--- src/hdl/ravda_pkg.sv ---
// ----------------------------------------------------------------------------
// ravda_pkg
// Shared widths, scaling constants and the divider status bundle of the
// rolling average deviation alarm.
// ----------------------------------------------------------------------------
`timescale 1ns / 1ps

package ravda_pkg;

   localparam int RAW_W    = 10;   // converter sample
   localparam int TEMP_W   = 9;    // scaled temperature, 0..329
   localparam int MARGIN_W = 8;    // alert margin register

   // raw * 32258 stays below 2^25 for every 10-bit raw value
   localparam int PROD_W   = 25;
   localparam int DEN_W    = 17;   // holds 100000
   localparam int QUO_W    = 9;    // the ring average is known to stay below 512
   localparam int STEP_W   = $clog2(QUO_W);

   localparam logic [PROD_W-1:0]   SCALE_MUL    = 25'd32258;
   localparam logic [DEN_W-1:0]    SCALE_DIV    = 17'd100000;
   localparam logic [MARGIN_W-1:0] MARGIN_RESET = 8'd2;

   // floor(raw * 32258 / 100000) equals (raw * SCALE_RECIP) >> SCALE_SHIFT for
   // every 10-bit raw value: the rounding error of the reciprocal stays below
   // one part in 2^26 over the whole input range
   localparam int                 RECIP_W     = 25;
   localparam int                 SCALE_SHIFT = 26;
   localparam logic [RECIP_W-1:0] SCALE_RECIP = 25'd21647978;

   typedef struct packed {
      logic busy;   // working through quotient bits
      logic done;   // one-cycle pulse, quotient is final
   } div_stat_type;

endpackage

--- src/hdl/ravda_div.sv ---
// ----------------------------------------------------------------------------
// ravda_div
// Restoring divider, one quotient bit per cycle, most significant bit first.
// Works out the ring average, sum over the non-empty count.
// ----------------------------------------------------------------------------
`timescale 1ns / 1ps

module ravda_div (
   input  logic                           clock,
   input  logic                           reset,
   input  logic                           start,
   input  logic [ravda_pkg::PROD_W-1:0]   dividend,
   input  logic [ravda_pkg::DEN_W-1:0]    divisor,
   output logic [ravda_pkg::QUO_W-1:0]    quotient,
   output ravda_pkg::div_stat_type        stat
);

   localparam int PAD_W = ravda_pkg::PROD_W - ravda_pkg::DEN_W;

   logic [ravda_pkg::PROD_W-1:0] rem_ff, rem_in;
   logic [ravda_pkg::DEN_W-1:0]  den_ff, den_in;
   logic [ravda_pkg::QUO_W-1:0]  quo_ff, quo_in;
   logic [ravda_pkg::STEP_W-1:0] step_ff, step_in;
   logic                         busy_ff, busy_in;
   logic                         done_ff, done_in;

   logic [ravda_pkg::PROD_W-1:0] trial;
   logic                         fits;

   // divisor aligned to the current quotient bit
   assign trial = {{PAD_W{1'b0}}, den_ff} << step_ff;
   assign fits  = (rem_ff >= trial);

   always_comb begin
      rem_in  = rem_ff;
      den_in  = den_ff;
      quo_in  = quo_ff;
      step_in = step_ff;
      busy_in = busy_ff;
      done_in = 1'b0;
      if (start) begin
         rem_in  = dividend;
         den_in  = divisor;
         quo_in  = '0;
         step_in = ravda_pkg::STEP_W'(ravda_pkg::QUO_W - 1);
         busy_in = 1'b1;
      end else if (busy_ff) begin
         if (fits) begin
            rem_in = rem_ff - trial;
         end
         quo_in = {quo_ff[ravda_pkg::QUO_W-2:0], fits};
         if (step_ff == '0) begin
            busy_in = 1'b0;
            done_in = 1'b1;
         end else begin
            step_in = step_ff - 1'b1;
         end
      end
   end

   always_ff @(posedge clock) begin
      if (reset) begin
         busy_ff <= 1'b0;
         done_ff <= 1'b0;
      end else begin
         busy_ff <= busy_in;
         done_ff <= done_in;
      end
      rem_ff  <= rem_in;
      den_ff  <= den_in;
      quo_ff  <= quo_in;
      step_ff <= step_in;
   end

   assign quotient  = quo_ff;
   assign stat.busy = busy_ff;
   assign stat.done = done_ff;

endmodule

--- src/hdl/rolling_average_deviation_alarm_core.sv ---
// An accepted request passes through the update, mean and finish states to rsp_valid;
// the mean state, where the divider works out the ring average, is skipped when every
// entry is empty. A new request is taken only once the last one has been handed over,
// and a result held back by rsp_ready stretches the wait by the stall.
// Reset (synchronous, active high) empties the ring, zeroes sum and slot,
// sets the empty count to the ring depth and the alert margin to 2.
// ----------------------------------------------------------------------------
// rolling_average_deviation_alarm_core
// Scales a converter sample to a temperature, keeps a ring of recent values
// and flags samples that stray from the ring average by more than a margin.
// ----------------------------------------------------------------------------
`timescale 1ns / 1ps

module rolling_average_deviation_alarm_core #(
   parameter int RING_DEPTH = 10          // 2..16
) (
   input  logic                              clock,
   input  logic                              reset,
   // sample requests
   input  logic                              req_valid,
   output logic                              req_ready,
   input  logic [ravda_pkg::RAW_W-1:0]       req_raw_sample,
   // results
   output logic                              rsp_valid,
   input  logic                              rsp_ready,
   output logic [ravda_pkg::TEMP_W-1:0]      rsp_temperature,
   output logic [ravda_pkg::TEMP_W-1:0]      rsp_average,
   output logic                              rsp_average_valid,
   output logic                              rsp_alert,
   // alert margin register
   input  logic                              csr_valid,
   output logic                              csr_ready,
   input  logic [ravda_pkg::MARGIN_W-1:0]    csr_alert_margin
);

   // ring bookkeeping widths follow the depth, the scaling product width does not
   localparam int SLOT_W  = $clog2(RING_DEPTH);
   localparam int SUM_W   = $clog2(RING_DEPTH * 329 + 1);
   localparam int EMPTY_W = $clog2(RING_DEPTH + 1);
   localparam int SPROD_W = ravda_pkg::RAW_W + ravda_pkg::RECIP_W;

   // sequencer
   localparam logic [2:0] ST_IDLE   = 3'd0;  // waiting for a request
   localparam logic [2:0] ST_UPDATE = 3'd2;  // ring, sum and empty count
   localparam logic [2:0] ST_MEAN   = 3'd3;  // divider: sum / filled
   localparam logic [2:0] ST_FINISH = 3'd4;  // compare and hand over

   logic [2:0]                       state_ff, state_in;

   // ring state
   logic [ravda_pkg::TEMP_W-1:0]     ring_ff [RING_DEPTH];
   logic [SLOT_W-1:0]                slot_ff, slot_in;
   logic [SUM_W-1:0]                 sum_ff, sum_in;
   logic [EMPTY_W-1:0]               empty_ff, empty_in;
   logic [ravda_pkg::MARGIN_W-1:0]   margin_ff;

   // per-request working values
   logic [ravda_pkg::TEMP_W-1:0]     temp_ff, temp_in;
   logic [ravda_pkg::TEMP_W-1:0]     avg_ff, avg_in;
   logic                             avg_valid_ff, avg_valid_in;

   // output register
   logic                             rsp_valid_ff, rsp_valid_in;
   logic [ravda_pkg::TEMP_W-1:0]     rsp_temp_ff, rsp_avg_ff;
   logic                             rsp_avg_valid_ff, rsp_alert_ff;

   // divider
   logic                             div_start;
   logic [ravda_pkg::PROD_W-1:0]     div_dividend;
   logic [ravda_pkg::DEN_W-1:0]      div_divisor;
   logic [ravda_pkg::QUO_W-1:0]      div_quotient;
   ravda_pkg::div_stat_type          div_stat;

   logic                             req_accept;
   logic                             ring_write;
   logic [ravda_pkg::TEMP_W-1:0]     old_entry;
   logic [EMPTY_W-1:0]               filled;
   logic                             out_free;
   logic                             alert_now;
   logic [ravda_pkg::TEMP_W:0]       upper_bound, lower_test;
   logic [SPROD_W-1:0]               scale_prod;

   assign req_ready  = (state_ff == ST_IDLE);
   assign req_accept = req_valid && req_ready;
   assign csr_ready  = 1'b1;

   // the result register can take a new result once the old one is gone
   assign out_free = !rsp_valid_ff || rsp_ready;

   // sample scaling by reciprocal multiply; the temperature is the top bits
   assign scale_prod = SPROD_W'(req_raw_sample) * SPROD_W'(ravda_pkg::SCALE_RECIP);

   // entry being replaced; slot never leaves 0..RING_DEPTH-1
   assign old_entry = ring_ff[slot_ff];

   // ring update, sum and empty count for this sample
   assign ring_write = (state_ff == ST_UPDATE);
   assign sum_in     = ring_write
                       ? sum_ff - SUM_W'(old_entry) + SUM_W'(temp_ff)
                       : sum_ff;
   assign empty_in   = ring_write
                       ? empty_ff - EMPTY_W'(old_entry == '0) + EMPTY_W'(temp_ff == '0)
                       : empty_ff;
   assign slot_in    = !ring_write ? slot_ff
                       : (slot_ff == SLOT_W'(RING_DEPTH - 1)) ? '0
                       : slot_ff + 1'b1;
   assign filled     = EMPTY_W'(RING_DEPTH) - empty_in;

   // Divider gets the running sum over the non-empty count after the ring
   // update; an empty ring skips it.
   assign div_start    = ring_write && (filled != '0);
   assign div_dividend = ravda_pkg::PROD_W'(sum_in);
   assign div_divisor  = ravda_pkg::DEN_W'(filled);

   // Alert: t > a + m, or t < a - m written as t + m < a so that a margin
   // larger than the average never trips the lower test.
   assign upper_bound = {1'b0, avg_ff} + (ravda_pkg::TEMP_W + 1)'(margin_ff);
   assign lower_test  = {1'b0, temp_ff} + (ravda_pkg::TEMP_W + 1)'(margin_ff);
   assign alert_now   = avg_valid_ff &&
                        (({1'b0, temp_ff} > upper_bound) || (lower_test < {1'b0, avg_ff}));

   always_comb begin
      state_in     = state_ff;
      temp_in      = temp_ff;
      avg_in       = avg_ff;
      avg_valid_in = avg_valid_ff;
      rsp_valid_in = rsp_valid_ff && !rsp_ready;
      unique case (state_ff)
         ST_IDLE: begin
            if (req_accept) begin
               temp_in  = scale_prod[ravda_pkg::SCALE_SHIFT +: ravda_pkg::TEMP_W];
               state_in = ST_UPDATE;
            end
         end
         ST_UPDATE: begin
            avg_in       = '0;
            avg_valid_in = (filled != '0);
            state_in     = (filled != '0) ? ST_MEAN : ST_FINISH;
         end
         ST_MEAN: begin
            if (div_stat.done) begin
               avg_in   = div_quotient;
               state_in = ST_FINISH;
            end
         end
         ST_FINISH: begin
            if (out_free) begin
               rsp_valid_in = 1'b1;
               state_in     = ST_IDLE;
            end
         end
         default: begin
            state_in = ST_IDLE;
         end
      endcase
   end

   always_ff @(posedge clock) begin
      if (reset) begin
         state_ff     <= ST_IDLE;
         slot_ff      <= '0;
         sum_ff       <= '0;
         empty_ff     <= EMPTY_W'(RING_DEPTH);
         margin_ff    <= ravda_pkg::MARGIN_RESET;
         rsp_valid_ff <= 1'b0;
         for (int i = 0; i < RING_DEPTH; i++) begin
            ring_ff[i] <= '0;
         end
      end else begin
         state_ff     <= state_in;
         slot_ff      <= slot_in;
         sum_ff       <= sum_in;
         empty_ff     <= empty_in;
         rsp_valid_ff <= rsp_valid_in;
         if (csr_valid && csr_ready) begin
            margin_ff <= csr_alert_margin;
         end
         if (ring_write) begin
            ring_ff[slot_ff] <= temp_ff;
         end
      end
      temp_ff      <= temp_in;
      avg_ff       <= avg_in;
      avg_valid_ff <= avg_valid_in;
      if (state_ff == ST_FINISH && out_free) begin
         rsp_temp_ff      <= temp_ff;
         rsp_avg_ff       <= avg_ff;
         rsp_avg_valid_ff <= avg_valid_ff;
         rsp_alert_ff     <= alert_now;
      end
   end

   ravda_div u_div (
      .clock    (clock),
      .reset    (reset),
      .start    (div_start),
      .dividend (div_dividend),
      .divisor  (div_divisor),
      .quotient (div_quotient),
      .stat     (div_stat)
   );

   assign rsp_valid         = rsp_valid_ff;
   assign rsp_temperature   = rsp_temp_ff;
   assign rsp_average       = rsp_avg_ff;
   assign rsp_average_valid = rsp_avg_valid_ff;
   assign rsp_alert         = rsp_alert_ff;

   // a new request never lands on a divider that is still working
   a_accept_div_idle : assert property (@(posedge clock) disable iff (reset)
      req_accept |-> !div_stat.busy)
      else $error("request accepted while divider busy");

   // divider results only turn up where the sequencer waits for them
   a_done_expected : assert property (@(posedge clock) disable iff (reset)
      div_stat.done |-> (state_ff == ST_MEAN))
      else $error("divider done outside the mean state");

   // empty count never exceeds the ring depth
   a_empty_bound : assert property (@(posedge clock) disable iff (reset)
      empty_ff <= EMPTY_W'(RING_DEPTH))
      else $error("empty count beyond ring depth");

   // with no valid average the result carries a zero average and no alert
   a_invalid_quiet : assert property (@(posedge clock) disable iff (reset)
      (rsp_valid && !rsp_average_valid) |-> (!rsp_alert && rsp_average == '0))
      else $error("alert or average without valid average");

endmodule
--- config.mk ---
export PLATFORM = sky130hd
export DESIGN_NAME = rolling_average_deviation_alarm_core
export DESIGN_NICKNAME = d
export VERILOG_FILES = /design/src/hdl/ravda_pkg.sv /design/src/hdl/ravda_div.sv /design/src/hdl/rolling_average_deviation_alarm_core.sv
export SDC_FILE = /design/constraint.sdc
export NUM_CORES = 1
export LEC_CHECK = 0
export BUFFER_PORTS_ARGS = -buffer_cell sky130_fd_sc_hd__buf_2
export CAP_MARGIN = 20
export CORE_MARGIN = 2
export CORE_UTILIZATION = 69
export DETAILED_ROUTE_END_ITERATION = 10
export HOLD_SLACK_MARGIN = 0.12
export PLACE_DENSITY = 0.87
export REMOVE_ABC_BUFFERS = 1
export SYNTH_ARGS = -nofsm -noshare
export SYNTH_HDL_FRONTEND = slang
export SYNTH_SLANG_ARGS = --single-unit
--- constraint.sdc ---
create_clock -name clock -period 10.2 [get_ports clock]
set_clock_uncertainty 0.05 [all_clocks]
set_input_delay 1.02 -clock clock [delete_from_list [all_inputs] [get_ports clock]]
set_output_delay 1.02 -clock clock [all_outputs]
set_load 0.03 [all_outputs]
-- Word-level counts from Yosys, hierarchy flattened
Memories as Yosys holds them, arrays and structs flattened. A register that Yosys moved wholly into a read port is not among the register bits.
Index checks and enable logic that the tools add are counted.
- $mul: 1
- reduce and logical (&&, ||, !) cells: 25
- mux-type cells: 29
- bitwise logic cells: 2
- add/sub/neg operators: 10
- magnitude comparators: 3
- shifts and indexed selects: 1
- eq/ne operators: 7
- operators with widths (cell ; number):
    12-bit 2-to-1 mux ; 4
    10-bit by 24-bit multiplier with 34-bit output (second input constant) ; 1
    25-bit >= comparator ; 1
    4-bit by 4-bit << shifter with 25-bit output ; 1
    25-bit subtractor ; 1
    9-bit by 8-bit adder with 10-bit output ; 2
    4-bit 2-to-1 mux ; 5
    9-bit logical NOT ; 2
    9-bit 2-to-1 mux ; 2
    9-bit one-hot mux with 2 select lines ; 1
    12-bit by 9-bit adder with 12-bit output ; 1
    1-bit 2-to-1 mux ; 12
    3-bit 2-to-1 mux ; 4
    3-bit one-hot mux with 4 select lines ; 1
    12-bit by 9-bit subtractor with 12-bit output ; 1
    9-bit by 10-bit > comparator with 1-bit output ; 1
    10-bit by 9-bit less-than comparator with 1-bit output ; 1
    2-bit AND reduction ; 5
    9-bit OR reduction ; 1
    3-bit by 2-bit == test with 1-bit output (second input constant) ; 2
    2-bit nonzero test ; 3
    1-bit logical AND ; 5
    4-bit by 1-bit adder with 4-bit output ; 1
    4-bit by 1-bit adder with 4-bit output (second input constant) ; 1
    15 further kinds ; 19
- memory bits (writable): 90
- output and inout port bits: 23
- memories: 1
- register bits: 115
- input bits: 23
- logic and storage cells: 99
- memory list (memory ; words ; bits a word ; read ports ; clocked after memory_dff ; write ports ; RTL line ; RTL):
    ring_ff ; 10 ; 9 ; 1 ; 1 ; 10 ; rolling_average_deviation_alarm_core.sv:51 ; logic [ravda_pkg::TEMP_W-1:0] ring_ff [RING_DEPTH];

-- Longest topological paths before layout
Gate-level depths: netlist (run 1).
- word-level depth: 9
- depth in mapped cells: 23
- gate-level depth less buffers: 19

-- Hierarchy
Synthesis (run 1) repeated with hierarchy kept, for this count alone.
- cell total of the unflattened synthesis: 1642
- area, all modules: 17973.5 sq um
- modules (own cells, without submodules) (module ; cells an instance ; area each (sq um) ; times used):
    rolling_average_deviation_alarm_core ; 1138 ; 13594.3 ; 1
    ravda_div ; 504 ; 4379.2 ; 1

-- Worst setup path after synthesis (run 1)
Ideal clock, no wire load.
- path kind: reg2reg
- from: reg with a tool-made name
- to: reg u_div.rem_ff[0] (netlist bit), enable pin
- library setup time: 0.344 ns
- buffers on the path: 3
- period minus slack after synthesis: 5.431 ns
- stages on the path, launching flop included: 20
- data arrival time: 5.037 ns
- required time: 9.806 ns
- slack: 4.769 ns
- cells stage by stage: dfxtp_1 buf_2 buf_2 buf_1 mux4_2 mux4_2 nor4_1 ha_1 inv_1 ha_1 and3_1 or4_4 nand2_1 xor3_1 a22o_4 nand2_4 nand2_4 inv_4 nor2b_2 inv_1
- RTL lines (item ; RTL line ; RTL):
    to (signal assigned) ; ravda_div.sv:69 ; rem_ff <= rem_in;
    to (decl) ; ravda_div.sv:20 ; logic [ravda_pkg::PROD_W-1:0] rem_ff, rem_in;

==> results of run 1 <==
==> stage by stage <==
stage,hold slack (ps),instances,worst slack (ps),area [sq um],utilization (%)
5_1_grt,428.1,1827,3436,17880,76.16
6_report,418.5,1827,3665,17880,76.16
3_5_place_dp,408.9,1775,3846,16910,72.03
2_1_floorplan,384.6,1405,3815,16230,-
4_1_cts,419.5,1823,3727,17840,76.02
3_3_place_gp,396.5,1774,4029,16900,71.98
==> layout by cell type (no fill, tap or decap), types with 11 or more instances in the layout <==
cell type	count
o21a_1	20
nand3_1	28
xnor2_1	30
ha_1	171
and2_1	11
nor3_1	19
xor2_1	24
inv_1	151
a21oi_1	61
nand2b_1	15
nor2b_1	15
nor2_1	182
mux4_2	45
edfxtp_1	199
a21o_1	22
nor4_1	16
dfxtp_1	63
clkbuf_16	27
mux2i_1	29
a21oi_2	12
nand4_1	11
nand2_1	75
o21ai_0	34
fa_1	49
buf_2	44
==> worst paths after layout <==
check                            start                        end  slack, ps  depth (start not counted)
setup reg to reg                  flop  u_div.rem_ff[6]$_DFFE_PP_       3670                         19
hold reg to reg   sum_ff[0]$_SDFF_PP0_       sum_ff[0]$_SDFF_PP0_        420                          2
hold / removal    sum_ff[0]$_SDFF_PP0_       sum_ff[0]$_SDFF_PP0_        420                          2
setup / recovery                  flop  u_div.rem_ff[6]$_DFFE_PP_       3670                         19
==> power by group <==
group | internal, W | total, W | switching [W] | leakage [nW]
clock | 0.000638 | 0.00105 | 0.000410 | 0.457
combinational | 0.00121 | 0.00291 | 0.00170 | 4.54
sequential | 0.00142 | 0.00160 | 0.000180 | 2.47
total | 0.00327 | 0.00556 | 0.00229 | 7.46
==> flip-flops by register name (all words and copies together), names as in the netlist, 8 cells and up, named ones only <==
name             cells
avg_ff               9
margin_ff            8
ring_ff            144
rsp_average          9
rsp_temperature      9
sum_ff              12
temp_ff              9
u_div.quotient       9
u_div.rem_ff        25
==> tightest hold or removal path, delay by kind of cell (launching register included) <==
family | cells | cell delay (ps)
simple gates | 1 | 50
compound gates | 1 | 50
flops | 1 | 310
==> logic make-up (layout without fill, tap and decap cells) <==
logic type      Yosys count  count (layout)
xor+xnor                 55              55
simple gates            414             414
mux                      77              77
flops                   263             263
other cells               1               1
compound gates          223             223
buf+inv                 196             255
fa+ha+maj               220             220
==> layer usage <==
layer  share of wire [%]  global-route usage, %  vias to the layer above
li1                    -                      -                     5271
met1                  39                  38.81                     5649
met2                  49                  53.81                      567
met3                 7.8                  4.981                      128
met4                 4.3                  13.43                        0
met5                   0                      0                        -
==> final cells by class <==
cell class	instances	share of cell area (%)
timing repair buffer	55	1.736
sequential	263	40.60
clock buffer	32	3.884
clock inverter	16	1.351
multi-input combinational	990	46.99
inverter	152	3.205
tap	319	2.233
==> flow_summary.json, run 1 <==
{
  "grtUsageTotal_pct": 31.04,
  "synth_area_per_cell_sq_um": 11.36,
  "path_delay_family": "simple AND/OR/NAND/NOR gates",
  "synth_top_family_by_area": "adder cells",
  "chipWidth_microns": 158.5,
  "synth_area_sq_um": 16470,
  "wl_per_cell_microns": 20.82,
  "yosysMostFrequentCell": "edfxtp_1",
  "cts_buffers": 27,
  "grt_max_degree": 53,
  "antenna_found_initial": 0,
  "crit_fanout": 52,
  "slowest_delay_ps": 610,
  "hold_path.class": "flop to flop",
  "syn2layout_area_growth_pct": 8.563,
  "slew_headroom_pct": 21.99,
  "fillCellCount": 1418,
  "ys_top_cells_by_area": "edfxtp_1 36%, ha_1 13%, dfxtp_1 7.8%",
  "timing.final.crit_share_pct": 64.07,
  "synthAdderAreaFrac_pct": 18.95,
  "clkSinkCount": 263,
  "cts_tree": "yes",
  "routed_via_density": 6.357,
  "multiInputGateArea_sq_um": 8401,
  "synthMuxAreaShare_pct": 8.122,
  "vias": 11615,
  "startpoint_type": "flop",
  "drt_iter0_drc": 1264,
  "critPathArrivalTime_ps": 6660,
  "portBuffers": 44,
  "rsz0062_at_grt": "no",
  "dr.pass1.iters": 5,
  "drtAntennaViolNets": 0,
  "ys.flop_type": "edfxtp_1",
  "num_antenna_cells": 0,
  "grt_pass1_vias": 11602,
  "num_rows": 56,
  "cts_hold_buf": 0,
  "setup_viol": 0,
  "endpoint_kind": "flop",
  "finalSetupTns_ps": 0,
  "max_freq_ghz": 0.1530,
  "p_total_w": 0.005555,
  "overflow": 0,
  "nets": 1732,
  "globalplace.congestion": 0.8740,
  "dieArea_sq_um": 25120,
  "path_buf_inv": 4,
  "die_y_microns": 158.5,
  "hold_violations": 0,
  "io-pin-count": 46,
  "clock-root-buffer": "clkbuf_16",
  "cp_data_required_time_ps": 10330,
  "synth-edff-count": 199,
  "min_period_ps": 6535,
  "synth_xor_area_share_pct": 3.016,
  "yosysSeqAreaShare_pct": 44.07,
  "yosysTopAreaCellShare_pct": 36.29,
  "syn_inst": 1449,
  "grt_pass1_wl_microns": 59710,
  "synth_common_cells": "199 x edfxtp_1, 182 x nor2_1, 171 x ha_1",
  "ir_worst_vdd_mv": 0.1840,
  "drt-total-wl_microns": 38040,
  "power.density_nw_per_um2": 310.8,
  "htree_levels": 1,
  "post_cts_buffers": 0,
  "clk_latency_ps": 550,
  "power.leakage_nw": 7.461,
  "status": "completed",
  "cts-resized-gates": 0,
  "synth_cell_types": 80,
  "clk_pin_slew_ps": 60,
  "synth_seq_cells": 263,
  "dp_hpwl_microns": 26710,
  "core_area_sq_um": 23470,
  "crit_chain": "buf_4 > mux4_2 > mux4_2 > nor4_1 > nand2_1 > nor4_1 > ha_1 > inv_1 > ha_1 > and3_1 > or4_4 > nand2_1 > xor3_1 > a22o_4 > nand2_4 > nand2_4 > inv_4 > nor2b_2 > inv_1",
  "yosysWarnings": 0,
  "yosysTopAreaCell": "edfxtp_1",
  "drv_cap": 0,
  "cp_slowest_cell": "mux4_2",
  "synth-simple-area-share_pct": 11.75,
  "synth_compound_area_share_pct": 9.125,
  "drc": 0,
  "drive_above_1_share_pct": 12.33,
  "synthArstFlopShare_pct": 0,
  "worstSetupPathType": "flop to flop",
  "cts_buffer_depth": 3,
  "slew_viol_final": 0,
  "seq_area_sq_um": 7258,
  "initial_utilization_pct": 70.15,
  "worst_pin_slew_ps": 1166
}
No activity file was read; power rests on OpenSTA's default activity.
==> run 2: changes to the inputs <==
--- a/config.mk
+++ b/config.mk
@@ -5,13 +5,14 @@
 export SDC_FILE = /design/constraint.sdc
 export NUM_CORES = 1
 export LEC_CHECK = 0
+export ABC_AREA = 1
 export BUFFER_PORTS_ARGS = -buffer_cell sky130_fd_sc_hd__buf_2
 export CAP_MARGIN = 20
 export CORE_MARGIN = 2
-export CORE_UTILIZATION = 69
+export CORE_UTILIZATION = 64
 export DETAILED_ROUTE_END_ITERATION = 10
 export HOLD_SLACK_MARGIN = 0.12
-export PLACE_DENSITY = 0.87
+export PLACE_DENSITY = 0.81
 export REMOVE_ABC_BUFFERS = 1
 export SYNTH_ARGS = -nofsm -noshare
 export SYNTH_HDL_FRONTEND = slang
==> constraint.sdc (replaced) <==
create_clock -name clock -period 6.8 [get_ports clock]
set_clock_uncertainty 0.05 [all_clocks]
set_input_delay 0.68 -clock clock [delete_from_list [all_inputs] [get_ports clock]]
set_output_delay 0.68 -clock clock [all_outputs]
set_load 0.03 [all_outputs]
==> flow_summary.json, run 2 <==
{
  "synthArstFlopShare_pct": 0,
  "largest_registers": "ring_ff: 144 flops, u_div.rem_ff: 25 flops, sum_ff: 12 flops",
  "status": "completed",
  "ys_top_cells_by_area": "edfxtp_1 34%, ha_1 12%, nor2_1 7.5%",
  "drc": 0,
  "endpoint_kind": "flop",
  "cts-resized-gates": 0,
  "fillCellCount": 2053,
  "dieArea_sq_um": 29000,
  "yosysTopAreaCellShare_pct": 33.76,
  "dp_slack_ps": 1663,
  "portBuffers": 44,
  "vias": 14696,
  "power.leakage_nw": 8.521,
  "yosysMostFrequentCell": "nor2_1",
  "clk_pin_slew_ps": 70,
  "syn2layout_area_growth_pct": 7.309,
  "drv_cap": 0,
  "drive_above_1_share_pct": 6.963,
  "htree_levels": 1,
  "crit_chain": "buf_4 > nor2_1 > o21ai_0 > o21ai_0 > o211ai_1 > nand2_1 > nor2_1 > nand3_1 > nor2_1 > ha_1 > inv_1 > ha_1 > fa_1 > nand3_1 > nand2_1 > ha_1 > inv_1 > nand3_1 > nand2_1 > nor2_2 > nand3_4 > nand2_4 > inv_2 > o21ai_0",
  "layoutNonFillerInstCount": 2481,
  "die_y_microns": 170.3,
  "grt_util_met2_pct": 53.02,
  "drt_iter0_drc": 1333,
  "worst_pin_slew_ps": 1160,
  "seq_area_sq_um": 7259,
  "nets": 2362,
  "path_buf_inv": 4,
  "grtUsageMet1_pct": 40.80,
  "hold_violations": 0,
  "initial_utilization_pct": 65.49,
  "rsz0062_at_grt": "no",
  "ir_worst_vdd_mv": 0.3777,
  "synth_top_family_by_area": "simple AND/OR/NAND/NOR gates",
  "grt_pass1_vias": 14156,
  "yosysTopAreaCell": "edfxtp_1",
  "chipWidth_microns": 170.3,
  "dp_hpwl_microns": 33310,
  "drtAntennaViolNets": 0,
  "core_area_sq_um": 27030,
  "grtUsageTotal_pct": 30.94,
  "post-place-cells": 2430,
  "routed_via_density": 5.923,
  "max_freq_ghz": 0.1916,
  "power.density_nw_per_um2": 478.5,
  "post_cts_buffers": 0,
  "hold_path.class": "primary input to flop",
  "synthMuxAreaShare_pct": 0.2262,
  "yosysSeqAreaShare_pct": 41.00,
  "finalSetupTns_ps": 0,
  "dr.pass1.iters": 8,
  "cts_tree": "yes",
  "drt-total-wl_microns": 43920,
  "synth_xor_area_share_pct": 1.979,
  "synth-simple-area-share_pct": 20.27,
  "startpoint_type": "flop",
  "setup_viol": 0,
  "overflow": 0,
  "slowest_delay_ps": 970,
  "slew_viol_final": 0,
  "wl_per_cell_microns": 17.70,
  "clk_latency_ps": 560,
  "cts_buffer_depth": 3,
  "io-pin-count": 46,
  "clkSinkCount": 263,
  "globalplace.congestion": 0.9976,
  "synthAdderAreaFrac_pct": 17.63,
  "use_met3_pct": 4.116,
  "synth_area_sq_um": 17700,
  "cts_hold_buf": 0,
  "cts_buffers": 27,
  "antenna_found_initial": 0,
  "crit_fanout": 57,
  "slew_headroom_pct": 22.15,
  "multiInputGateArea_sq_um": 9080,
  "grt_max_degree": 73,
  "top_register": "ring_ff",
  "final_common_cell": "nor2_1",
  "synth_area_per_cell_sq_um": 8.481,
  "min_period_ps": 5219,
  "worst_slack_ps": 1581,
  "clock-root-buffer": "clkbuf_16",
  "num_antenna_cells": 0,
  "grt_busiest_layer": "met2",
  "synth-edff-count": 199,
  "cp_slowest_cell": "dfxtp_2",
  "synth_common_cells": "355 x nor2_1, 352 x nand2_1, 286 x inv_1",
  "mostFrequentLayoutCells": "355 x nor2_1, 352 x nand2_1, 286 x inv_1",
  "worstSetupPathType": "flop to flop",
  "grt_pass1_wl_microns": 70750,
  "synth_seq_cells": 263,
  "timing.final.crit_share_pct": 76.74,
  "num_rows": 60,
  "ys.flop_type": "edfxtp_1",
  "synth_cell_types": 52,
  "yosysWarnings": 0,
  "synth_compound_area_share_pct": 11.09,
  "largest_register_ffs": 144,
  "syn_inst": 2087,
  "critPathArrivalTime_ps": 5440,
  "cp_data_required_time_ps": 7020,
  "path_delay_family": "simple AND/OR/NAND/NOR gates"
}
run 2: cell types whose count changed after synthesis, sizes merged, moves of 25 or more:
cell    delta
inv      +148
mux2i     -25
mux4      -45
nand2    +290
nand3     +54
nor2     +169
o211ai    +28
o21ai    +124
run 2: metal layers:
metal,part of all wire [%],vias to the layer above
met5,0,-
met4,3.6,0
met2,47,649
li1,-,6987
met3,7.2,124
met1,42,6936
run 2: worst min-delay path: stages:
cell and delay, ps:
buf_2 70, nor2_1 40, nor2_1 80
run 2: logic make-up (layout without fill, tap and decap cells):
| family | count (synthesis) | after routing |
|---|---|---|
| AO/OA/AOI/OAI | 340 | 340 |
| other | 1 | 1 |
| flip-flops | 263 | 263 |
| AND/OR/NAND/NOR | 866 | 866 |
| buffers and inverters | 353 | 406 |
| adder cells (fa/ha/maj) | 220 | 220 |
| XOR/XNOR | 40 | 40 |
| multiplexers | 4 | 4 |
run 2: layout make-up:
class / count / area share, %
clock buffer: 34 / 3.696
clock inverter: 16 / 0.5138
inverter: 304 / 6.021
multi-input combinational: 1471 / 47.81
sequential: 263 / 38.22
tap: 341 / 2.246
timing repair buffer: 52 / 1.495
run 2: final timing paths:
check,start,end,slack (ps),depth (start not counted)
hold reg to reg,u_div.rem_ff[23]$_SDFFE_PP0P_,u_div.rem_ff[23]$_SDFFE_PP0P_,440,2
hold / removal,csr_alert_margin[6],margin_ff[6]$_SDFFE_PP0P_,320,3
setup / recovery,flop,u_div.rem_ff[7]$_DFFE_PP_,1580,24
setup reg to reg,flop,u_div.rem_ff[7]$_DFFE_PP_,1580,24
run 2: report_power, final:
group          leakage, nW  switching, W  total [W]  internal, W
sequential            2.47      0.000224    0.00236      0.00214
combinational         5.65       0.00353    0.00536      0.00183
clock                0.395      0.000628    0.00137     0.000737
run 2: through the flow:
stage / cell area (sq um) / hold WS, ps / total power [W] / util (%)
after detailed placement: 18180 / 427.1 / 0.007594 / 67.28
after global routing: 18990 / 338.1 / 0.009840 / 70.28
after floorplan: 17470 / 369.5 / 0.006260 / -
after CTS: 18980 / 316.9 / 0.008970 / 70.24
after global placement: 18180 / 418.7 / 0.007398 / 67.28
final: 18990 / 322.5 / 0.009088 / 70.28
==> run 3: changes to the inputs <==
--- a/config.mk
+++ b/config.mk
@@ -9,10 +9,10 @@
 export BUFFER_PORTS_ARGS = -buffer_cell sky130_fd_sc_hd__buf_2
 export CAP_MARGIN = 20
 export CORE_MARGIN = 2
-export CORE_UTILIZATION = 64
+export CORE_UTILIZATION = 58
 export DETAILED_ROUTE_END_ITERATION = 10
 export HOLD_SLACK_MARGIN = 0.12
-export PLACE_DENSITY = 0.81
+export PLACE_DENSITY = 0.78
 export REMOVE_ABC_BUFFERS = 1
 export SYNTH_ARGS = -nofsm -noshare
 export SYNTH_HDL_FRONTEND = slang
==> constraint.sdc (replaced) <==
create_clock -name clock -period 4.55 [get_ports clock]
set_clock_uncertainty 0.05 [all_clocks]
set_input_delay 0.455 -clock clock [delete_from_list [all_inputs] [get_ports clock]]
set_output_delay 0.455 -clock clock [all_outputs]
set_load 0.03 [all_outputs]
==> flow_summary.json, run 3 (synthesis gave the netlist of run 2 again) <==
{
  "status": "completed",
  "path_delay_family": "simple AND/OR/NAND/NOR gates",
  "cts_tree": "yes",
  "clockPowerShare_pct": 15.5,
  "clk_latency_ps": 570,
  "dp_hpwl_microns": 34000,
  "max_freq_ghz": 0.2242,
  "overflow": 0,
  "htree_levels": 1,
  "drt-total-wl_microns": 44960,
  "place_area_sq_um": 18550,
  "combPwrFrac_pct": 59.3,
  "num_rows": 63,
  "setup_viol": 0,
  "drtAntennaViolNets": 0,
  "cts_buffer_depth": 3,
  "wl_per_cell_microns": 17.49,
  "largest_register_ffs": 144,
  "grt_max_degree": 37,
  "die_y_microns": 178.7,
  "initial_utilization_pct": 59.25,
  "crit_chain": "buf_4 > o21ai_0 > o21ai_0 > o211ai_1 > nand2_1 > nor2_1 > nand3_1 > nor2_2 > ha_1 > inv_1 > ha_1 > fa_1 > nand3_1 > nand2_2 > ha_1 > inv_1 > nand3_1 > nand2_1 > nor2_2 > nand3_4 > nand2_8 > buf_6 > or2_1 > o21ai_1",
  "grt_pass1_wl_microns": 72420,
  "worst_pin_slew_ps": 964.6,
  "slew_headroom_pct": 35.46,
  "clock-root-buffer": "clkbuf_16",
  "clk_pin_slew_ps": 60,
  "grtUsageTotal_pct": 28.85,
  "slew_viol_final": 0,
  "drive_above_1_share_pct": 8.299,
  "largest_registers": "ring_ff: 144 flops, u_div.rem_ff: 25 flops, sum_ff: 12 flops",
  "critPathArrivalTime_ps": 4720,
  "rr_worst_depth": 24,
  "antenna_found_initial": 0,
  "cp_data_required_time_ps": 4810,
  "drt_iter0_drc": 1518,
  "syn2layout_area_growth_pct": 10.43,
  "rrSetupSlack_ps": 90,
  "nets": 2402,
  "chipWidth_microns": 178.7,
  "cp.depth": 24,
  "core_area_sq_um": 29870,
  "grt_pass1_vias": 14261,
  "ir_worst_vdd_mv": 0.4052,
  "swShare_pct": 47.24,
  "hold_path.class": "primary input to flop",
  "portBuffers": 44,
  "timing.final.crit_share_pct": 98.04,
  "switchingPower_w": 0.006586,
  "io-pin-count": 46,
  "clkSinkCount": 263,
  "crit_fanout": 36,
  "r2r_end": "u_div.rem_ff[0]$_DFFE_PP_",
  "power.leakage_nw": 8.760,
  "drc": 0,
  "vias": 14674,
  "cp_slowest_cell": "fa_1",
  "mostFrequentLayoutCells": "354 x nor2_1, 351 x nand2_1, 286 x inv_1",
  "seqPwrFrac_pct": 25.1,
  "slowest_delay_ps": 490,
  "internal-power_w": 0.007356,
  "hold_violations": 0,
  "dr.pass1.iters": 6,
  "drv_cap": 0,
  "final_common_cell": "nor2_1",
  "startpoint_type": "flop",
  "power.density_nw_per_um2": 713.3,
  "final_area_sq_um": 19550,
  "path_buf_inv": 4,
  "whs_ps": 136.2,
  "min_period_ps": 4461,
  "routed_via_density": 5.708,
  "cts_buffers": 28,
  "worstSetupEndpoint": "u_div.rem_ff[0]$_DFFE_PP_",
  "num_antenna_cells": 0,
  "globalplace.congestion": 1.013,
  "worstSetupPathType": "flop to flop",
  "final_util_pct": 65.42,
  "dieArea_sq_um": 31930,
  "p_total_w": 0.01394,
  "endpoint_kind": "flop",
  "top_register": "ring_ff"
}
-- run 3: cell type report --
type	count	area, sq um
clock buffer	47	813.3
multi-input combinational	1471	9094
timing repair buffer	91	688.2
sequential	263	7259
fill	2464	10330
tap	390	488.0
clock inverter	5	56.30
inverter	304	1146
-- run 3: what timing repair did --
action / CTS / global route
gates resized for setup: 0 / 8
hold buffers: 6 / 0
hold endpoints to repair: 6 / 0
setup buffers: 0 / 3
endpoints found under the setup margin: 0 / 46
-- run 3: worst min path at each step --
stage / to / slack, ps / depth (start not counted) / startpoint
finish: margin_ff[7]$_SDFFE_PP0P_ / 140 / 3 / csr_alert_margin[7]
global route: margin_ff[7]$_SDFFE_PP0P_ / 150 / 3 / csr_alert_margin[7]
CTS: margin_ff[7]$_SDFFE_PP0P_ / 130 / 3 / csr_alert_margin[7]
detailed placement: rsp_average_valid$_DFFE_PP_ / 400 / 0 / avg_valid_ff$_DFFE_PP_
global placement: rsp_average_valid$_DFFE_PP_ / 400 / 0 / avg_valid_ff$_DFFE_PP_
floorplan: rsp_average_valid$_DFFE_PP_ / 370 / 0 / avg_valid_ff$_DFFE_PP_
-- run 3: power groups by stage --
stage,sequential (W),clock [W],combinational (W)
4_1_cts,0.00350,0.00218,0.00812
5_1_grt,0.00355,0.00227,0.00937
6_report,0.00351,0.00217,0.00827
2_1_floorplan,0.00356,0,0.00579
3_3_place_gp,0.00353,0,0.00783
3_5_place_dp,0.00355,0,0.00804
-- run 3: metal layers --
layer / up-vias / part of all wire (%) / global-route usage (%) / wire [microns]
li1: 7064 / - / - / -
met1: 6959 / 44 / 39.65 / 19570
met2: 553 / 47 / 48.81 / 21090
met3: 98 / 6.6 / 3.159 / 2958
met4: 0 / 3.0 / 7.690 / 1345
met5: - / 0 / 0 / 0
-- run 3: worst register-to-register path: stages (launching register included) --
cell and delay [ps]:
dfxtp_2 340, buf_4 230, o21ai_0 270, o21ai_0 120, o211ai_1 330, nand2_1 180, nor2_1 160, nand3_1 130
nor2_2 170, ha_1 150, inv_1 40, ha_1 200, fa_1 500, nand3_1 110, nand2_2 110, ha_1 180
inv_1 40, nand3_1 70, nand2_1 80, nor2_2 140, nand3_4 140, nand2_8 130, buf_6 160, or2_1 120
o21ai_1 60
-- run 3: metrics by stage --
stage | std cells | worst slack, ps | TNS, ps
after global placement | 2508 | 22.30 | 0
after detailed placement | 2509 | -33.29 | -67.91
after global routing | 2571 | -41.60 | -67.37
after floorplan | 2038 | -828.0 | -34420
after CTS | 2567 | 93.44 | 0
final | 2571 | 89.21 | 0
